File: config.mk
export PLATFORM = sky130hd
export DESIGN_NAME = lrc_ctrl
export DESIGN_NICKNAME = d
export VERILOG_FILES = /design/src/design/lrc_pkg.sv /design/src/design/lrc_ctrl.sv
export SDC_FILE = /design/constraint.sdc
export NUM_CORES = 1
export LEC_CHECK = 0
export BUFFER_PORTS_ARGS = -buffer_cell sky130_fd_sc_hd__buf_2
export CORE_AREA = 2 2 39 41
export DETAILED_ROUTE_END_ITERATION = 8
export DIE_AREA = 0 0 41 43
export PLACE_DENSITY = 0.72
export SYNTH_ARGS = -nofsm -noshare
export SYNTH_HDL_FRONTEND = slang
export SYNTH_SLANG_ARGS = --single-unit
export TNS_END_PERCENT = 20
File: constraint.sdc
create_clock -name i_clk -period 4.5 [get_ports i_clk]
set_input_delay 0.45 -clock i_clk [delete_from_list [all_inputs] [get_ports i_clk]]
set_output_delay 0.45 -clock i_clk [all_outputs]
set_load 0.01 [all_outputs]
File: src/design/lrc_pkg.sv
// Shared types and constants for the leftmost/rightmost closure block.
package lrc_pkg;

    localparam int SYM_W = 5;
    localparam int CNT_W = 6;
    localparam int ROW_W = 32;

    typedef struct packed {
        logic             load;
        logic             mask;
        logic             close;
        logic             emit;
        logic             clear;
        logic [SYM_W-1:0] idx;
    } t_cmd;

endpackage

File: src/design/lrc_ctrl.sv
// Controller state machine sequencing load, mask, closure, row output and clear.
module lrc_ctrl
    import lrc_pkg::*;
(
    input  logic             i_clk,
    input  logic             i_rst_n,
    input  logic             i_accept,
    input  logic             i_last_production,
    input  logic [CNT_W-1:0] i_count,
    output t_cmd             o_cmd,
    output logic             o_busy
);

    localparam logic [2:0] ST_IDLE  = 3'd0;
    localparam logic [2:0] ST_MASK  = 3'd1;
    localparam logic [2:0] ST_CLOSE = 3'd2;
    localparam logic [2:0] ST_EMIT  = 3'd3;
    localparam logic [2:0] ST_CLEAR = 3'd4;

    logic [2:0]       r_state;
    logic [2:0]       n_state;
    logic [SYM_W-1:0] r_idx;
    logic [SYM_W-1:0] n_idx;
    logic             idx_last;

    assign idx_last = ({1'b0, r_idx} + CNT_W'(1)) == i_count;

    always_comb begin
        n_state     = r_state;
        n_idx       = r_idx;
        o_cmd       = '0;
        o_cmd.idx   = r_idx;
        o_cmd.load  = i_accept;
        case (r_state)
            ST_IDLE: begin
                n_idx = '0;
                if (i_accept && i_last_production) begin
                    n_state = (i_count == '0) ? ST_CLEAR : ST_MASK;
                end
            end
            ST_MASK: begin
                o_cmd.mask = 1'b1;
                n_idx      = '0;
                n_state    = ST_CLOSE;
            end
            ST_CLOSE: begin
                o_cmd.close = 1'b1;
                if (idx_last) begin
                    n_idx   = '0;
                    n_state = ST_EMIT;
                end else begin
                    n_idx = r_idx + SYM_W'(1);
                end
            end
            ST_EMIT: begin
                o_cmd.emit = 1'b1;
                if (idx_last) begin
                    n_idx   = '0;
                    n_state = ST_CLEAR;
                end else begin
                    n_idx = r_idx + SYM_W'(1);
                end
            end
            ST_CLEAR: begin
                o_cmd.clear = 1'b1;
                n_state     = ST_IDLE;
            end
            default: begin
                n_state = ST_IDLE;
            end
        endcase
    end

    always_ff @(posedge i_clk) begin
        if (!i_rst_n) begin
            r_state <= ST_IDLE;
            r_idx   <= '0;
        end else begin
            r_state <= n_state;
            r_idx   <= n_idx;
        end
    end

    assign o_busy = (r_state != ST_IDLE);

endmodule

==> flow_summary.ini, run 1 <==
[critical_path]
path_cells = ha_1 > and3_1 > o211ai_1 > nor4_4 > xor2_1 > a32o_2
path_max_fanout = 8
slowest_stage = nor4_4
worst-path-buf-inv = 0
cp-startpoint = r_idx[0]$_SDFFE_PN0P_
critical_path.top_delay_family = simple AND/OR/NAND/NOR gates
crit_type = reg -> reg
worstReg2RegStart = r_idx[0]$_SDFFE_PN0P_
cp_slowest_stage_delay_ns = 0.50
cp-end-kind = flip-flop
cp.arrival_ns = 2.24
critPathRequiredTime_ns = 4.64
worstSetupStartpointType = flip-flop

[hold_path]
hp-class = in -> reg
min_from = i_rst_n

[yosys]
syn_inst = 71
synth_enable_flop_cells = 0
yosysTopAreaCell = dfxtp_1
async_flop_share_pct = 0
synthAdderAreaFrac_pct = 2.14
synth_common_cells = dfxtp_1 (8), nand2_1 (6), xnor2_1 (6)
synth_xor_area_share_pct = 12.0
ys_warn_count = 0
synth.area.mux_share_pct = 1.71
synth_compound_area_share_pct = 18.4
synth-main-ff-cell = dfxtp_1
synthSimpleGateAreaFrac_pct = 34.0
syn_avg_cell_area_um2 = 8.25
synth_cell_types = 31
synth.most_common_cell = dfxtp_1
synth_seq_area_share_pct = 27.4
synth-seq-cells = 8
synth_top_family_by_area = simple AND/OR/NAND/NOR gates
synth_top_area_share_pct = 27.4
synth.area.top_cells = dfxtp_1 (27%), xnor2_1 (9.0%), nand3_1 (4.3%), a21boi_0 (3.8%), nand2_1 (3.8%)
syn_area_um2 = 586
synth_nets = 82

[clocking]
ctsRootBufferMaster = clkbuf_4
post_cts_buffers = 0
clk_latency_ns = 0.25
cts.path.max_buffers = 2
cts_max_level = 1
hold_buffers = 0
clock-sinks = 8
clk_pin_slew_worst_paths_ns = 0.05
cts_tree = built
cts_resized = 0
cts_buffers = 3

[layout]
fin_util_pct = 51.0
design_area_um2 = 706
antenna_cells = 0
area_growth_pct = 20.5
nFillCells = 142
multi_input_area_um2 = 399
final_layout_size_suffix_gt1_share_pct = 30.3
nNetsFinal = 102
fin_cells = 105
layout.area.seq_um2 = 160

[route]
wl_met1_um = 586
routed_wl_um = 1280
via_per_inst = 5.66
remaining_drc_errors = 0
ant_nets = 0
met2_wirelength_um = 608
wl_met3_um = 87
via_count = 594
drt_pre_antenna_iters = 4
top_layer_used = met3
dr.first_iter.drc_count = 6
wl_per_cell_um = 12.2

[place]
place_hpwl_um = 998
routabilityCongestion = 0.778
post-place-cells = 102
place.port_buffers = 20
post_dp_cell_area_um2 = 683

[power]
power_frac_clock_pct = 35.1
internal_power_w = 0.000114
swShare_pct = 24.6
power_frac_comb_pct = 15.0
powerDensity_nw_per_um2 = 214
power_switching_w = 0.0000371
ir_drop_uv = 133
power.leakage_nw = 0.298
pwr-share-seq_pct = 49.9

[sta]
fin_tns_setup_ns = 0
skew_ns = 0.00242
hold_violations = 0
drv_slew = 0
worst_slew_pin_slew_ns = 0.450
min_period_ns = 2.10
timing.final.crit_share_pct = 46.7
relSlewSlack_pct = 69.8
maxClockFrequency_ghz = 0.476
rsz0062_at_grt = no
worst_hold_slack_ns = 0.534
finalSetupViolations = 0

[floorplanning]
floorplan.die_area_um2 = 1760
die_h_um = 43
initial_utilization_pct = 42.3
row_count = 14
die_x_um = 41
core_area_um2 = 1380
ios = 21

[global_routing]
grt_pass1_wl_um = 2130
grt_pass1_vias = 525
grt_max_degree = 15
antenna_found_initial = 0
overflow = 0
grtUsageTotal_pct = 17.1

[job]
cap_violations = 0

[run_status]
outcome = finished, final reports clean
## kinds of logic (layout without fill, tap and decap cells)
group                      count (synthesis)  after routing
AOI/OAI and AO/OA                         14             14
xor gates and xnor gates                   8              8
adders and majority gates                  1              1
buffers and inverters                      6             24
DFF                                        8              8
muxes                                      1              1
and+or+nand+nor                           33             33
## worst reg2reg max path: cells and delay by family, from the launching register on
family,cells,cell delay (ns)
XOR/XNOR,1,0.12
flip-flops,1,0.44
AND/OR/NAND/NOR,2,0.73
AO/OA/AOI/OAI,2,0.43
adder cells (fa/ha/maj),1,0.28
## layer usage
metal  global-route usage, %  up-vias
li1                        -      295
met1                    22.7      275
met2                    26.6       24
met3                    3.14        0
met4                    6.00        0
met5                       0        -
## cell type report
| type | instances | share of cell area [%] |
|---|---|---|
| multi-input combinational | 57 | 56.6 |
| sequential | 8 | 22.7 |
| timing repair buffer | 20 | 14.2 |
| clock buffer | 3 | 3.19 |
| tap | 16 | 2.84 |
| inverter | 1 | 0.532 |
## worst paths after layout
path / end / slack [ns] / depth (start not counted)
min: r_idx[3]$_SDFFE_PN0P_ / 0.53 / 2
max reg2reg: r_state[0]$_SDFFE_PN0P_ / 2.40 / 6
min reg2reg: r_idx[1]$_SDFFE_PN0P_ / 0.55 / 2
max: r_state[0]$_SDFFE_PN0P_ / 2.40 / 6
## layout by cell type, fill, tap and decap left out, drive strengths merged
| cell | synthesis | final |
|---|---|---|
| or3 | 3 | 3 |
| nor3 | 2 | 2 |
| a21boi | 3 | 3 |
| o21ai | 3 | 3 |
| ha | 1 | 1 |
| nor2 | 4 | 4 |
| or3b | 1 | 1 |
| nand3b | 1 | 1 |
| inv | 1 | 1 |
| xor2 | 2 | 2 |
| nor4 | 3 | 3 |
| xnor2 | 6 | 6 |
| and2 | 1 | 1 |
| a211o | 2 | 2 |
| a31oi | 1 | 1 |
| nor2b | 1 | 1 |
| or2b | 1 | 1 |
| a41o | 1 | 1 |
| nand2 | 6 | 6 |
| nand3 | 6 | 6 |
| nor3b | 2 | 2 |
| clkbuf | 4 | 3 |
| dfxtp | 8 | 8 |
| a32o | 2 | 2 |
| and3 | 2 | 2 |
| o211ai | 2 | 2 |
| mux2i | 1 | 1 |
| buf | 1 | 20 |
## registers in the layout, indices dropped and copies added, names as in the netlist
name,flops
r_state,3
r_idx,5
## stage by stage
| stage | setup slack (ns) | power, W |
|---|---|---|
| after floorplan | 2.51 | 0.0000906 |
| after global placement | 2.45 | 0.0000989 |
| after detailed placement | 2.40 | 0.0000993 |
| after CTS | 2.38 | 0.000154 |
| after global routing | 2.24 | 0.000162 |
| final | 2.40 | 0.000151 |
## power groups by stage
stage               logic [W]  registers [W]  clock network [W]
floorplan           0.0000159      0.0000748                  0
global placement    0.0000224      0.0000766                  0
detailed placement  0.0000226      0.0000767                  0
CTS                 0.0000228      0.0000751          0.0000564
global route        0.0000251      0.0000756          0.0000610
finish              0.0000226      0.0000752          0.0000529
Power figures use the tool's default switching activity.
==> run 2: changes to the inputs <==
ABC_AREA = 1   (was not set)
PLACE_DENSITY = 0.74   (was 0.72)
clock period = 2 ns   (was 4.5 ns; I/O delays follow)
==> flow_summary.ini, run 2 <==
[critical_path]
cp.arrival_ns = 1.84
path_cells = ha_1 > inv_1 > nand2_2 > nand2_1 > nand2_1 > nand2_1 > nor2_1 > nand3_1 > or2_4 > nand3_1 > a21oi_1
critPathMostFrequentCell = nand2_1
critical_path.top_delay_family = simple AND/OR/NAND/NOR gates
cp_slowest_stage_delay_ns = 0.41
worst-path-buf-inv = 1
path_max_fanout = 6
worstSetupStartpointType = flip-flop
cp-end-kind = flip-flop
critPathRequiredTime_ns = 2.14
crit_type = reg -> reg
slowest_stage = dfxtp_1

[sta]
maxClockFrequency_ghz = 0.586
timing.final.crit_share_pct = 85.3
rsz0062_at_grt = no
min_period_ns = 1.71
worst_slew_pin_slew_ns = 0.314
skew_ns = 0.00893
finalSetupViolations = 0
fin_tns_setup_ns = 0
hold_violations = 0
drv_slew = 0
setup_ws_ns = 0.293
relSlewSlack_pct = 79.0

[floorplanning]
core_area_um2 = 1380
die_x_um = 41
floorplan.die_area_um2 = 1760
die_h_um = 43
ios = 21
row_count = 14
initial_utilization_pct = 43.9

[layout]
reg.largest.list = r_idx (5), r_state (3)
final_layout_size_suffix_gt1_share_pct = 23.6
final_common_cell = nand2_1
area_growth_pct = 21.6
largest_register_ffs = 5
fin_util_pct = 53.3
fin_cells = 143
nFillCells = 148
mostFrequentLayoutCells = nand2_1 (29), inv_1 (20), buf_2 (20), nand3_1 (13), nor2_1 (12)
antenna_cells = 0
regMostFlops = r_idx
design_area_um2 = 738
nNetsFinal = 140

[clocking]
cts.path.max_buffers = 2
clock-sinks = 8
hold_buffers = 0
ctsRootBufferMaster = clkbuf_4
clk_latency_ns = 0.26
cts_tree = built
clk_pin_slew_worst_paths_ns = 0.06
cts_buffers = 3
cts_max_level = 1

[global_routing]
grt_pass1_vias = 564
grtUsageTotal_pct = 18.6
overflow = 0
grt_max_degree = 10
grt_pass1_wl_um = 2210
antenna_found_initial = 0

[yosys]
synth_top_area_share_pct = 26.4
synth_seq_area_share_pct = 26.4
synth_nets = 117
synth_cell_types = 18
synth.most_common_cell = nand2_1
synth_common_cells = nand2_1 (29), inv_1 (20), nand3_1 (13)
synth-main-ff-cell = dfxtp_1
syn_avg_cell_area_um2 = 5.72
async_flop_share_pct = 0
synth-seq-cells = 8
syn_inst = 106
synth.area.top_cells = dfxtp_1 (26%), nand2_1 (18%), inv_1 (12%), nand3_1 (11%), nor2_1 (7.4%)
synth_enable_flop_cells = 0
syn_area_um2 = 607
yosysTopAreaCell = dfxtp_1
ys_warn_count = 0

[place]
post-place-ws_ns = 0.260
place_hpwl_um = 1100
post_dp_cell_area_um2 = 712
routabilityCongestion = 0.791
post-place-cells = 140
place.port_buffers = 20

[route]
routed_wl_um = 1350
remaining_drc_errors = 0
via_per_inst = 4.97
dr.first_iter.drc_count = 16
ant_nets = 0
wl_per_cell_um = 9.43
drt_pre_antenna_iters = 4
via_count = 711

[power]
power.leakage_nw = 0.423
ir_drop_uv = 561
powerDensity_nw_per_um2 = 905

[job]
cap_violations = 0

[hold_path]
hp-class = in -> reg

[run_status]
outcome = finished, final reports clean
==> run 2: changes by cell type after synthesis, sizes merged, moves of 4 or more <==
| cell | change |
|---|---|
| a21oi | +7 |
| clkbuf | -4 |
| inv | +20 |
| nand2 | +25 |
| nand3 | +7 |
| nand4 | +4 |
| nor2 | +8 |
| xnor2 | -6 |
==> run 2: power by group <==
| group | switching [W] | internal (W) | leakage (nW) | total [W] |
|---|---|---|---|---|
| sequential | 0.0000339 | 0.000190 | 0.0651 | 0.000224 |
| combinational | 0.000192 | 0.000127 | 0.344 | 0.000319 |
| clock | 0.0000562 | 0.0000688 | 0.0138 | 0.000125 |
| total | 0.000282 | 0.000386 | 0.423 | 0.000668 |
==> run 2: final timing paths <==
kind / slack (ns) / depth (start not counted) / from / to
worst max-delay path: 0.29 / 11 / r_idx[0]$_SDFFE_PN0P_ / r_idx[4]$_SDFFE_PN0P_
worst min-delay path: 0.19 / 3 / i_rst_n / r_state[0]$_SDFFE_PN0P_
worst max register to register: 0.29 / 11 / r_idx[0]$_SDFFE_PN0P_ / r_idx[4]$_SDFFE_PN0P_
worst min register to register: 0.50 / 2 / r_idx[4]$_SDFFE_PN0P_ / r_idx[4]$_SDFFE_PN0P_
==> run 2: worst min-delay path, cell delays in order <==
cell     delay [ns]
buf_2          0.12
nand2_1        0.06
nor2_1         0.03
==> run 2: timing repair <==
item,4_1_cts,5_1_grt
setup endpoints to repair,0,1
buffers inserted,0,0
hold endpoints to repair,0,0
gates resized for setup,0,1
==> run 2: logic make-up (layout without fill, tap and decap cells) <==
kind of cell    count (synthesis)  in the layout  synth area share [%]
buf+inv                        23             44                  15.5
compound gates                 11             11                  9.48
simple gates                   63             63                  46.6
flops                           8              8                  26.4
fa+ha+maj                       1              1                  2.06
==> run 2: cell type report <==
class                      count  area [µm²]  share of cell area, %
clock buffer                   3        22.5                   3.05
tap                           16        20.0                   2.71
timing repair buffer          20         100                   13.6
sequential                     8         160                   21.7
inverter                      21        78.8                   10.7
multi-input combinational     75         357                   48.3
==> run 2: metrics by stage <==
step | total power [W] | hold WS [ns]
6_report | 0.000668 | 0.187
2_1_floorplan | 0.000444 | 0.321
3_3_place_gp | 0.000537 | 0.459
5_1_grt | 0.000734 | 0.216
3_5_place_dp | 0.000540 | 0.462
4_1_cts | 0.000666 | 0.189
==> run 2: layer usage <==
metal	up-vias	GRT usage, %	part of all wire (%)
li1	379	-	-
met1	303	22.5	47
met2	24	29.4	44
met3	5	3.14	6.7
met4	0	10.0	2.2
met5	-	0	0
